==> config.mk <==
export PLATFORM = sky130hd
export DESIGN_NAME = delta_queue_task_scheduler_core_flat
export DESIGN_NICKNAME = d
export VERILOG_FILES = /design/src/sv/dqts_pkg.sv /design/src/sv/dqts_item_if.sv /design/src/sv/dqts_result_if.sv /design/src/sv/dqts_ctrl.sv /design/src/sv/dqts_dp.sv /design/src/sv/delta_queue_task_scheduler_core.sv /design/src/flat_wrapper.sv
export SDC_FILE = /design/constraint.sdc
export NUM_CORES = 1
export LEC_CHECK = 0
export BUFFER_PORTS_ARGS = -buffer_cell sky130_fd_sc_hd__clkbuf_2
export CORE_ASPECT_RATIO = 1.4
export CORE_MARGIN = 5
export CORE_UTILIZATION = 55
export CTS_CLUSTER_SIZE = 12
export DETAILED_ROUTE_END_ITERATION = 10
export GPL_ROUTABILITY_DRIVEN = 0
export PLACE_DENSITY = 0.71
export SYNTH_ARGS = -nofsm -noshare
export SYNTH_HDL_FRONTEND = slang
export SYNTH_SLANG_ARGS = --single-unit
==> constraint.sdc <==
create_clock -name clk -period 14.08 [get_ports clk]
set_clock_uncertainty 0.2 [all_clocks]
set_input_delay 3.52 -clock clk [delete_from_list [all_inputs] [get_ports clk]]
set_output_delay 3.52 -clock clk [all_outputs]
set_load 0.02 [all_outputs]
==> src/sv/dqts_pkg.sv <==
// ----------------------------------------------------------------------------
// dqts_pkg
// Shared types and constants of the delta queue task scheduler: field widths,
// item kinds, controller states and the controller/datapath command and
// status bundles.
// ----------------------------------------------------------------------------
`default_nettype none

package dqts_pkg;

	localparam int unsigned KIND_W  = 2;
	localparam int unsigned TASK_W  = 4;
	localparam int unsigned FIELD_W = 16;
	localparam int unsigned PEND_W  = 5;

	localparam logic [KIND_W-1:0] KIND_ADD      = 2'd0;
	localparam logic [KIND_W-1:0] KIND_TICK     = 2'd1;
	localparam logic [KIND_W-1:0] KIND_DISPATCH = 2'd2;

	typedef enum logic [3:0] {
		ST_IDLE,
		ST_DECODE,
		ST_WALK,
		ST_SHIFT_RD,
		ST_SHIFT,
		ST_PLACE,
		ST_TICK,
		ST_DISP,
		ST_POP,
		ST_POP_END,
		ST_DONE
	} state_t;

	typedef enum logic [3:0] {
		OP_IDLE,
		OP_CAPTURE,
		OP_START,
		OP_WALK,
		OP_SHIFT_START,
		OP_SHIFT,
		OP_PLACE,
		OP_TICK,
		OP_DISP,
		OP_POP,
		OP_POP_END
	} dp_op_t;

	typedef struct packed {
		dp_op_t op;
		logic   out_load;
	} cmd_t;

	typedef struct packed {
		logic [KIND_W-1:0] kind;
		logic              cnt_zero;
		logic              cnt_one;
		logic              full;
		logic              walk_before;
		logic              ptr_last;
		logic              shift_none;
		logic              shift_at_pos;
		logic              head_ready;
		logic              per_nz;
		logic              out_free;
	} sts_t;

endpackage

`default_nettype wire

==> src/sv/dqts_item_if.sv <==
// ----------------------------------------------------------------------------
// dqts_item_if
// Input channel of the scheduler: one beat is an add, tick or dispatch item.
// ----------------------------------------------------------------------------
`default_nettype none

interface dqts_item_if
	import dqts_pkg::*;
();
	logic               valid;
	logic               ready;
	logic [KIND_W-1:0]  kind;
	logic [TASK_W-1:0]  task_id;
	logic [FIELD_W-1:0] start_delay;
	logic [FIELD_W-1:0] repeat_period;

	modport source (
		output valid, kind, task_id, start_delay, repeat_period,
		input  ready
	);

	modport sink (
		input  valid, kind, task_id, start_delay, repeat_period,
		output ready
	);
endinterface

`default_nettype wire

==> src/sv/dqts_result_if.sv <==
// ----------------------------------------------------------------------------
// dqts_result_if
// Output channel of the scheduler: one beat per accepted item.
// ----------------------------------------------------------------------------
`default_nettype none

interface dqts_result_if
	import dqts_pkg::*;
();
	logic              valid;
	logic              ready;
	logic              run_valid;
	logic [TASK_W-1:0] run_task;
	logic              add_rejected;
	logic [PEND_W-1:0] pending_count;

	modport source (
		output valid, run_valid, run_task, add_rejected, pending_count,
		input  ready
	);

	modport sink (
		input  valid, run_valid, run_task, add_rejected, pending_count,
		output ready
	);
endinterface

`default_nettype wire

==> src/sv/dqts_ctrl.sv <==
// ----------------------------------------------------------------------------
// dqts_ctrl
// Controller of the scheduler: sequences the list walk, entry shifts, head
// update and result hand-off, one datapath operation per cycle.
// ----------------------------------------------------------------------------
`default_nettype none

module dqts_ctrl
	import dqts_pkg::*;
(
	input  logic clk,
	input  logic arst_n,
	input  logic in_valid,
	output logic in_ready,
	input  sts_t sts,
	output cmd_t cmd
);

	state_t state_q, state_d;

	always_ff @(posedge clk or negedge arst_n) begin
		if (!arst_n) begin
			state_q <= ST_IDLE;
		end else begin
			state_q <= state_d;
		end
	end

	always_comb begin
		state_d      = state_q;
		in_ready     = 1'b0;
		cmd.op       = OP_IDLE;
		cmd.out_load = 1'b0;
		case (state_q)
			ST_IDLE: begin
				in_ready = 1'b1;
				if (in_valid) begin
					cmd.op  = OP_CAPTURE;
					state_d = ST_DECODE;
				end
			end
			ST_DECODE: begin
				// head entry is read here for every kind
				cmd.op = OP_START;
				case (sts.kind)
					KIND_ADD: begin
						if (sts.full) begin
							state_d = ST_DONE;
						end else if (sts.cnt_zero) begin
							state_d = ST_PLACE;
						end else begin
							state_d = ST_WALK;
						end
					end
					KIND_TICK:     state_d = sts.cnt_zero ? ST_DONE : ST_TICK;
					KIND_DISPATCH: state_d = sts.cnt_zero ? ST_DONE : ST_DISP;
					default:       state_d = ST_DONE;
				endcase
			end
			ST_WALK: begin
				cmd.op = OP_WALK;
				if (sts.walk_before || sts.ptr_last) begin
					state_d = ST_SHIFT_RD;
				end
			end
			ST_SHIFT_RD: begin
				cmd.op  = OP_SHIFT_START;
				state_d = sts.shift_none ? ST_PLACE : ST_SHIFT;
			end
			ST_SHIFT: begin
				cmd.op = OP_SHIFT;
				if (sts.shift_at_pos) begin
					state_d = ST_PLACE;
				end
			end
			ST_PLACE: begin
				cmd.op  = OP_PLACE;
				state_d = ST_DONE;
			end
			ST_TICK: begin
				cmd.op  = OP_TICK;
				state_d = ST_DONE;
			end
			ST_DISP: begin
				cmd.op = OP_DISP;
				if (!sts.head_ready) begin
					state_d = ST_DONE;
				end else if (sts.cnt_one) begin
					state_d = ST_POP_END;
				end else begin
					state_d = ST_POP;
				end
			end
			ST_POP: begin
				cmd.op = OP_POP;
				if (sts.ptr_last) begin
					state_d = ST_POP_END;
				end
			end
			ST_POP_END: begin
				// periodic task goes back in through the normal insert path
				cmd.op = OP_POP_END;
				if (!sts.per_nz) begin
					state_d = ST_DONE;
				end else if (sts.cnt_one) begin
					state_d = ST_PLACE;
				end else begin
					state_d = ST_WALK;
				end
			end
			ST_DONE: begin
				if (sts.out_free) begin
					cmd.out_load = 1'b1;
					state_d      = ST_IDLE;
				end
			end
			default: state_d = ST_IDLE;
		endcase
	end

endmodule

`default_nettype wire

==> src/sv/dqts_dp.sv <==
// ----------------------------------------------------------------------------
// dqts_dp
// Datapath of the scheduler: entry memory with one write and one registered
// read port, walk and shift pointers, the item being worked on and the
// result register.
// ----------------------------------------------------------------------------
`default_nettype none

module dqts_dp
	import dqts_pkg::*;
#(
	parameter int unsigned MAX_TASKS  = 16,
	parameter int unsigned DELAY_BITS = 16
) (
	input  logic               clk,
	input  logic               arst_n,
	input  cmd_t               cmd,
	output sts_t               sts,
	input  logic [KIND_W-1:0]  kind,
	input  logic [TASK_W-1:0]  task_id,
	input  logic [FIELD_W-1:0] start_delay,
	input  logic [FIELD_W-1:0] repeat_period,
	input  logic               out_ready,
	output logic               out_valid,
	output logic               run_valid,
	output logic [TASK_W-1:0]  run_task,
	output logic               add_rejected,
	output logic [PEND_W-1:0]  pending_count
);

	localparam int unsigned IDX_W     = $clog2(MAX_TASKS);
	localparam int unsigned CNT_W     = $clog2(MAX_TASKS + 1);
	localparam int unsigned ENTRY_W   = TASK_W + 2 * DELAY_BITS + 1;
	localparam int unsigned PER_LSB   = 1;
	localparam int unsigned DELTA_LSB = DELAY_BITS + 1;
	localparam int unsigned TASK_LSB  = 2 * DELAY_BITS + 1;

	logic [ENTRY_W-1:0] mem_q [MAX_TASKS];
	logic [ENTRY_W-1:0] rd_q;

	logic [CNT_W-1:0]      count_q;
	logic [IDX_W-1:0]      ptr_q;
	logic [CNT_W-1:0]      pos_q;
	logic [KIND_W-1:0]     kind_q;
	logic [TASK_W-1:0]     id_q;
	logic [DELAY_BITS-1:0] d_q;
	logic [DELAY_BITS-1:0] per_q;
	logic                  rdy_q;
	logic                  run_valid_q;
	logic [TASK_W-1:0]     run_task_q;
	logic                  rejected_q;

	logic                  out_valid_q;
	logic                  out_run_valid_q;
	logic [TASK_W-1:0]     out_run_task_q;
	logic                  out_rejected_q;
	logic [PEND_W-1:0]     out_pending_q;

	logic                  rd_en;
	logic [IDX_W-1:0]      rd_addr;
	logic                  wr_en;
	logic [IDX_W-1:0]      wr_addr;
	logic [ENTRY_W-1:0]    wr_data;

	logic [TASK_W-1:0]     e_task;
	logic [DELAY_BITS-1:0] e_delta;
	logic [DELAY_BITS-1:0] e_period;
	logic                  e_ready;
	logic [CNT_W-1:0]      count_m1;
	logic [CNT_W-1:0]      ptr_ext;
	logic [DELAY_BITS-1:0] d_rest;

	assign e_task   = rd_q[TASK_LSB +: TASK_W];
	assign e_delta  = rd_q[DELTA_LSB +: DELAY_BITS];
	assign e_period = rd_q[PER_LSB +: DELAY_BITS];
	assign e_ready  = rd_q[0];
	assign count_m1 = count_q - CNT_W'(1);
	assign ptr_ext  = CNT_W'(ptr_q);
	assign d_rest   = d_q - e_delta;

	// the head compares strictly, later entries let a tie go in front
	assign sts.kind         = kind_q;
	assign sts.cnt_zero     = (count_q == '0);
	assign sts.cnt_one      = (count_q == CNT_W'(1));
	assign sts.full         = (count_q == CNT_W'(MAX_TASKS));
	assign sts.walk_before  = (ptr_q == '0) ? (d_q < e_delta) : (d_q <= e_delta);
	assign sts.ptr_last     = (ptr_ext == count_m1);
	assign sts.shift_none   = (pos_q == count_q);
	assign sts.shift_at_pos = (ptr_ext == pos_q);
	assign sts.head_ready   = e_ready;
	assign sts.per_nz       = (per_q != '0);
	assign sts.out_free     = !out_valid_q || out_ready;

	// delta of the entry that ends up right behind the new one
	function automatic logic [DELAY_BITS-1:0] d_rest_fix(
		input logic [DELAY_BITS-1:0] delta,
		input logic [DELAY_BITS-1:0] d
	);
		d_rest_fix = delta - d;
	endfunction

	always_comb begin
		rd_en   = 1'b0;
		rd_addr = '0;
		wr_en   = 1'b0;
		wr_addr = '0;
		wr_data = rd_q;
		case (cmd.op)
			OP_START: begin
				rd_en = 1'b1;
			end
			OP_WALK: begin
				if (!sts.walk_before && !sts.ptr_last) begin
					rd_en   = 1'b1;
					rd_addr = ptr_q + IDX_W'(1);
				end
			end
			OP_SHIFT_START: begin
				rd_en   = 1'b1;
				rd_addr = count_m1[IDX_W-1:0];
			end
			OP_SHIFT: begin
				wr_en   = 1'b1;
				wr_addr = ptr_q + IDX_W'(1);
				if (sts.shift_at_pos) begin
					wr_data = {e_task, d_rest_fix(e_delta, d_q), e_period, e_ready};
				end else begin
					rd_en   = 1'b1;
					rd_addr = ptr_q - IDX_W'(1);
				end
			end
			OP_PLACE: begin
				wr_en   = 1'b1;
				wr_addr = pos_q[IDX_W-1:0];
				wr_data = {id_q, d_q, per_q, rdy_q};
			end
			OP_TICK: begin
				wr_en = 1'b1;
				if (e_delta == '0) begin
					wr_data = {e_task, e_delta, e_period, 1'b1};
				end else begin
					wr_data = {e_task, e_delta - DELAY_BITS'(1), e_period, e_ready};
				end
			end
			OP_DISP: begin
				rd_en   = 1'b1;
				rd_addr = IDX_W'(1);
			end
			OP_POP: begin
				wr_en   = 1'b1;
				wr_addr = ptr_q - IDX_W'(1);
				if (!sts.ptr_last) begin
					rd_en   = 1'b1;
					rd_addr = ptr_q + IDX_W'(1);
				end
			end
			OP_POP_END: begin
				rd_en = 1'b1;
			end
			default: begin
			end
		endcase
	end

	always_ff @(posedge clk) begin
		if (wr_en) begin
			mem_q[wr_addr] <= wr_data;
		end
		if (rd_en) begin
			rd_q <= mem_q[rd_addr];
		end
	end

	always_ff @(posedge clk) begin
		case (cmd.op)
			OP_CAPTURE: begin
				kind_q      <= kind;
				id_q        <= task_id;
				d_q         <= DELAY_BITS'(start_delay);
				per_q       <= DELAY_BITS'(repeat_period);
				rdy_q       <= (DELAY_BITS'(start_delay) == '0);
				run_valid_q <= 1'b0;
				run_task_q  <= '0;
				rejected_q  <= 1'b0;
			end
			OP_START: begin
				ptr_q      <= '0;
				pos_q      <= '0;
				rejected_q <= (kind_q == KIND_ADD) && sts.full;
			end
			OP_WALK: begin
				if (sts.walk_before) begin
					pos_q <= ptr_ext;
				end else begin
					d_q <= d_rest;
					if (sts.ptr_last) begin
						pos_q <= count_q;
					end else begin
						ptr_q <= ptr_q + IDX_W'(1);
					end
				end
			end
			OP_SHIFT_START: begin
				ptr_q <= count_m1[IDX_W-1:0];
			end
			OP_SHIFT: begin
				if (!sts.shift_at_pos) begin
					ptr_q <= ptr_q - IDX_W'(1);
				end
			end
			OP_DISP: begin
				ptr_q <= IDX_W'(1);
				if (e_ready) begin
					run_valid_q <= 1'b1;
					run_task_q  <= e_task;
					id_q        <= e_task;
					d_q         <= e_period;
					per_q       <= e_period;
					rdy_q       <= 1'b0;
				end
			end
			OP_POP: begin
				if (!sts.ptr_last) begin
					ptr_q <= ptr_q + IDX_W'(1);
				end
			end
			OP_POP_END: begin
				ptr_q <= '0;
				pos_q <= '0;
			end
			default: begin
			end
		endcase
	end

	always_ff @(posedge clk or negedge arst_n) begin
		if (!arst_n) begin
			count_q <= '0;
		end else if (cmd.op == OP_PLACE) begin
			count_q <= count_q + CNT_W'(1);
		end else if (cmd.op == OP_POP_END) begin
			count_q <= count_m1;
		end
	end

	always_ff @(posedge clk or negedge arst_n) begin
		if (!arst_n) begin
			out_valid_q <= 1'b0;
		end else if (cmd.out_load) begin
			out_valid_q <= 1'b1;
		end else if (out_ready) begin
			out_valid_q <= 1'b0;
		end
	end

	always_ff @(posedge clk) begin
		if (cmd.out_load) begin
			out_run_valid_q <= run_valid_q;
			out_run_task_q  <= run_task_q;
			out_rejected_q  <= rejected_q;
			out_pending_q   <= PEND_W'(count_q);
		end
	end

	assign out_valid     = out_valid_q;
	assign run_valid     = out_run_valid_q;
	assign run_task      = out_run_task_q;
	assign add_rejected  = out_rejected_q;
	assign pending_count = out_pending_q;

endmodule

`default_nettype wire

==> src/sv/delta_queue_task_scheduler_core.sv <==
// ----------------------------------------------------------------------------
// delta_queue_task_scheduler_core
// Timed task scheduler over a delta-ordered list held in one entry memory,
// split into a controller and a datapath.
//
//   channel  | dir | beat                                   | fields
//   ---------+-----+----------------------------------------+--------------------
//   item     | in  | add, tick or dispatch item             | kind, task_id,
//            |     |                                        | start_delay,
//            |     |                                        | repeat_period
//   result   | out | one beat per item                      | run_valid, run_task,
//            |     |                                        | add_rejected,
//            |     |                                        | pending_count
//
// one item at a time; the entry memory port paces the work, one entry a cycle
// tick or dispatch on an empty list, rejected add: result only; tick: head updated
// add: placed at once into an empty list, else a walk, a shift of any later entries, a place
// dispatch: a ready head is popped, moving every later entry once toward the head,
// then a periodic task is re-inserted as an add; a not-ready head is left in place
// a result waiting on a stalled sink does not block the next item's intake
// no clearing pass after reset: the list starts empty
// ----------------------------------------------------------------------------
`default_nettype none

module delta_queue_task_scheduler_core
	import dqts_pkg::*;
#(
	parameter int unsigned MAX_TASKS  = 16,
	parameter int unsigned DELAY_BITS = 16
) (
	input  logic         clk,
	input  logic         arst_n,
	dqts_item_if.sink    item,
	dqts_result_if.source result
);

	cmd_t cmd;
	sts_t sts;
	logic in_ready;

	dqts_ctrl u_ctrl (
		.clk      (clk),
		.arst_n   (arst_n),
		.in_valid (item.valid),
		.in_ready (in_ready),
		.sts      (sts),
		.cmd      (cmd)
	);

	dqts_dp #(
		.MAX_TASKS  (MAX_TASKS),
		.DELAY_BITS (DELAY_BITS)
	) u_dp (
		.clk           (clk),
		.arst_n        (arst_n),
		.cmd           (cmd),
		.sts           (sts),
		.kind          (item.kind),
		.task_id       (item.task_id),
		.start_delay   (item.start_delay),
		.repeat_period (item.repeat_period),
		.out_ready     (result.ready),
		.out_valid     (result.valid),
		.run_valid     (result.run_valid),
		.run_task      (result.run_task),
		.add_rejected  (result.add_rejected),
		.pending_count (result.pending_count)
	);

	assign item.ready = in_ready;

`ifndef ASSERT_OFF
	// an accepted item keeps the intake closed until its work is done
	assert property (@(posedge clk) disable iff (!arst_n)
		(item.valid && item.ready) |=> !item.ready)
		else $error("intake open while an item is in progress");

	// a full list never takes another entry
	assert property (@(posedge clk) disable iff (!arst_n)
		(cmd.op == OP_PLACE) |-> !sts.full)
		else $error("entry placed into a full list");

	// a dispatch beat and a rejected add never share a result
	assert property (@(posedge clk) disable iff (!arst_n)
		result.valid |-> !(result.run_valid && result.add_rejected))
		else $error("result flags both a run and a rejected add");
`endif

endmodule

`default_nettype wire
==> src/flat_wrapper.sv <==
// flat-port wrapper written by rule: the top's interface ports become plain ports
module delta_queue_task_scheduler_core_flat import dqts_pkg::*;
#(
	parameter int unsigned MAX_TASKS  = 16,
	parameter int unsigned DELAY_BITS = 16
)
  (clk, arst_n, item_valid, item_kind, item_task_id, item_start_delay, item_repeat_period, item_ready, result_valid, result_run_valid, result_run_task, result_add_rejected, result_pending_count, result_ready);
  dqts_item_if item_i ();
  dqts_result_if result_i ();
  input  logic clk;
  input  logic arst_n;
  input wire logic [$bits(item_i.valid)-1:0] item_valid;
  input wire logic [$bits(item_i.kind)-1:0] item_kind;
  input wire logic [$bits(item_i.task_id)-1:0] item_task_id;
  input wire logic [$bits(item_i.start_delay)-1:0] item_start_delay;
  input wire logic [$bits(item_i.repeat_period)-1:0] item_repeat_period;
  output wire logic [$bits(item_i.ready)-1:0] item_ready;
  output wire logic [$bits(result_i.valid)-1:0] result_valid;
  output wire logic [$bits(result_i.run_valid)-1:0] result_run_valid;
  output wire logic [$bits(result_i.run_task)-1:0] result_run_task;
  output wire logic [$bits(result_i.add_rejected)-1:0] result_add_rejected;
  output wire logic [$bits(result_i.pending_count)-1:0] result_pending_count;
  input wire logic [$bits(result_i.ready)-1:0] result_ready;
  assign item_i.valid = item_valid;
  assign item_i.kind = item_kind;
  assign item_i.task_id = item_task_id;
  assign item_i.start_delay = item_start_delay;
  assign item_i.repeat_period = item_repeat_period;
  assign item_ready = item_i.ready;
  assign result_valid = result_i.valid;
  assign result_run_valid = result_i.run_valid;
  assign result_run_task = result_i.run_task;
  assign result_add_rejected = result_i.add_rejected;
  assign result_pending_count = result_i.pending_count;
  assign result_i.ready = result_ready;
  delta_queue_task_scheduler_core #(.MAX_TASKS(MAX_TASKS), .DELAY_BITS(DELAY_BITS)) u_core (.clk(clk), .arst_n(arst_n), .item(item_i), .result(result_i));
endmodule
==> metrics <==
post_cts resized=0; Worst R2R End=u_core.u_dp.rd_q[24]; Gate Count Post-Synth=2,059; Post-CTS Setup Inserts=0; CTS clock-pin slew for the worst setup and hold paths=0.06 ns; combinational power share=0.423; CTS tree=yes; WP data required=14.34 ns; DIE WIDTH=210 um; Crit Path Category=reg -> reg; Max Clock Freq=165 MHz; largest net degree at the start of global routing=62; crit path capture=u_core.u_dp.rd_q[24]; RSZ-0062 raised after global routing=false; reg-to-reg startpoint=u_core.u_ctrl.state_q[0]; critical path capture point type=register; Yosys reg bits=704; WL/cell=28.9 um; Initial Util=0.555; initial drt markers=2,214; max-slew violations=0; Post-synth EDFFs=694; IO Port Bufs=54; Rel. slew slack=0.142; Vias/cell=6.55; MaxCap Viol Count=0; maximum fanout along the worst path=61; Cell variety after synth=73; CP Launch Point=u_core.u_ctrl.state_q[0]; Final TNS setup=0 ns; H-Tree Depth=3; fin cells=2,871; P_leak=11.1 nW; yosys warns=0; core area=55,400 um^2; status=completed; DRC=0; P&R area growth vs syn=10.4%; global-route wire length before repair=120,000 um; hold_buf cts=0; Register-to-Register Path Depth=12; Setup-failing EPs final=0; Pint=5.35 mW; Synth Cell Area=30,700 um^2; dpl ws=8.06 ns; part of the cycle the worst path needs=0.431; CTS root buffer=clkbuf_16; post-DP HPWL=47,600 um; detailed-route via count=18.8k; Reg2Reg Setup Slack=8.01 ns; 1st-pass router iterations=6; worst slew pin tran=1.29 ns; average size of a mapped cell=14.9 um^2; TritonCTS Buffers=71; Sw Share=0.381; Placed Cells=2,776; fin crit period=6.07 ns; worst vdd ir=0.234 mV; fin worst setup slack=8.01 ns; Hold Fails Final Rpt=0; sequential power share=0.378; vias in the first global route=18.8k; share of layout cells above drive strength 1=0.137; initial antenna violation count=0; syn nets=2,145; Worst Setup Start Kind=register; # IOs=55; Max clock buf depth=3; pwr dens=255 nW/um^2; die area=60,700 um^2; All-Layer GR Usage=0.268; Psw=3.29 mW; arrival time worst endpoint=6.34 ns; clock network power share=0.199; Die Ht=290 um; Synth async-reset ratio=0.0142; GRT overflow=0; CTS sink count=704; n_diodes=0; fin nets=2,207; Primary FF master, synth=edfxtp_1; post-route ant nets=0; register area share after synthesis=0.687; latest clock arrival within the worst-skew pair=0.61 ns; FP Rows=102; Hold Path Class=reg -> reg; detailed-route wire length=82,900 um
## synth_stat cells, drive strengths merged, types with 10 or more instances
cell    instances  share of area
a21o           23         0.0056
a21oi          50         0.0086
a221oi         47          0.020
a22o           38          0.011
a22oi          44          0.011
a31oi          11         0.0022
buf            73          0.013
clkbuf         41         0.0051
dfrtp          10         0.0081
edfxtp        694           0.68
ha             42          0.017
inv            49         0.0060
mux2           38          0.014
mux2i         229          0.075
nand2         224          0.027
nand3          15         0.0024
nor2           86          0.011
nor2b          12         0.0024
nor3           32         0.0061
nor4           14         0.0029
o2111a         37          0.014
o211ai         15         0.0037
o21ai          49         0.0084
o22ai          42         0.0086
xnor2          28         0.0080
xor2           21         0.0060
## power by group through the flow
stage	Clock, mW	Combinational [mW]	Sequential [mW]
floorplan	0	2.61	3.21
global placement	0	3.52	3.28
detailed placement	0	3.59	3.30
CTS	1.74	3.61	3.26
global route	1.82	3.89	3.29
finish	1.72	3.65	3.27
## how the worst min path moves through the flow
stage                                          from                  endpoint  slack (ns)  cells after the start
after floorplan              u_core.u_dp.rejected_q  u_core.u_dp.add_rejected        0.20                      0
after global placement    u_core.u_dp.run_task_q[3]   u_core.u_dp.run_task[3]        0.20                      0
after detailed placement  u_core.u_dp.run_task_q[0]   u_core.u_dp.run_task[0]        0.21                      0
after CTS                 u_core.u_dp.run_task_q[0]   u_core.u_dp.run_task[0]        0.22                      0
after global routing      u_core.u_dp.run_task_q[0]   u_core.u_dp.run_task[0]        0.22                      0
final                     u_core.u_dp.run_task_q[1]   u_core.u_dp.run_task[1]        0.22                      0
## through the flow
step	hold slack [ns]	area, um^2	power, mW	util
floorplan	0.200	30700	5.83	-
detailed placement	0.212	31900	6.89	0.576
global placement	0.205	31900	6.80	0.575
global route	0.223	33900	9.00	0.612
finish	0.223	33900	8.64	0.612
CTS	0.224	33900	8.61	0.612
## cell usage in the layout, fill, tap and decap left out, types with 16 or more instances in the layout
cell       count
ha_1          42
o22ai_1       42
a221oi_1      16
mux2_2        35
buf_4         48
nor2_1        69
nand2_1      224
a22o_1        38
nor3_1        27
a21o_1        22
xnor2_1       28
o2111a_1      37
o21ai_0       45
inv_1         48
edfxtp_1     694
clkbuf_16     73
nor2_4        16
a22oi_1       44
mux2i_1      229
a221oi_2      31
xor2_1        21
a21oi_1       48
clkbuf_2      54
## sequential cells by signal (all words and copies together), names as in the netlist, 5 cells and up
| signal | flops |
|---|---|
| u_core.u_dp.d_q | 16 |
| u_core.u_dp.mem_q | 592 |
| u_core.u_dp.rd_q | 37 |
| u_core.u_dp.pending_count | 5 |
| u_core.u_dp.pos_q | 5 |
| u_core.u_dp.per_q | 16 |
| u_core.u_dp.count_q | 5 |
## critical path, cell delays in order, from the launching register on
cell      delay (ns)
dfrtp_1         0.70
inv_1           0.37
nand2_1         0.15
nor3_1          0.63
and2_4          0.30
a22oi_1         0.10
o21ai_4         0.21
buf_4           0.35
buf_4           0.71
buf_4           0.93
or2_2           0.53
buf_4           0.45
o2111a_1        0.24
## final cells by class
cell class | count | area (um^2)
fill | 4100 | 21500
sequential | 704 | 21100
multi-input combinational | 1192 | 9050
clock buffer | 82 | 1870
tap | 728 | 911
timing repair buffer | 103 | 646
inverter | 49 | 184
clock inverter | 13 | 161
## kinds of logic (layout without fill, tap and decap cells)
kind of cell               Yosys count  in the layout  share of synthesized area
DFF                                704            704                      0.687
and+or+nand+nor                    424            424                     0.0612
AOI/OAI and AO/OA                  407            407                      0.106
muxes                              267            267                     0.0886
buffers and inverters              163            247                     0.0245
xor gates and xnor gates            49             49                     0.0140
adders and majority gates           45             45                     0.0187
## metal layers
| metal | vias to the layer above | part of all wire | global-route usage |
|---|---|---|---|
| li1 | 8115 | - | - |
| met1 | 9480 | 0.37 | 0.334 |
| met2 | 992 | 0.50 | 0.463 |
| met3 | 222 | 0.079 | 0.0408 |
| met4 | 0 | 0.050 | 0.126 |
| met5 | - | 0 | 0 |
Note: power is estimated with default switching activity, not from simulation.
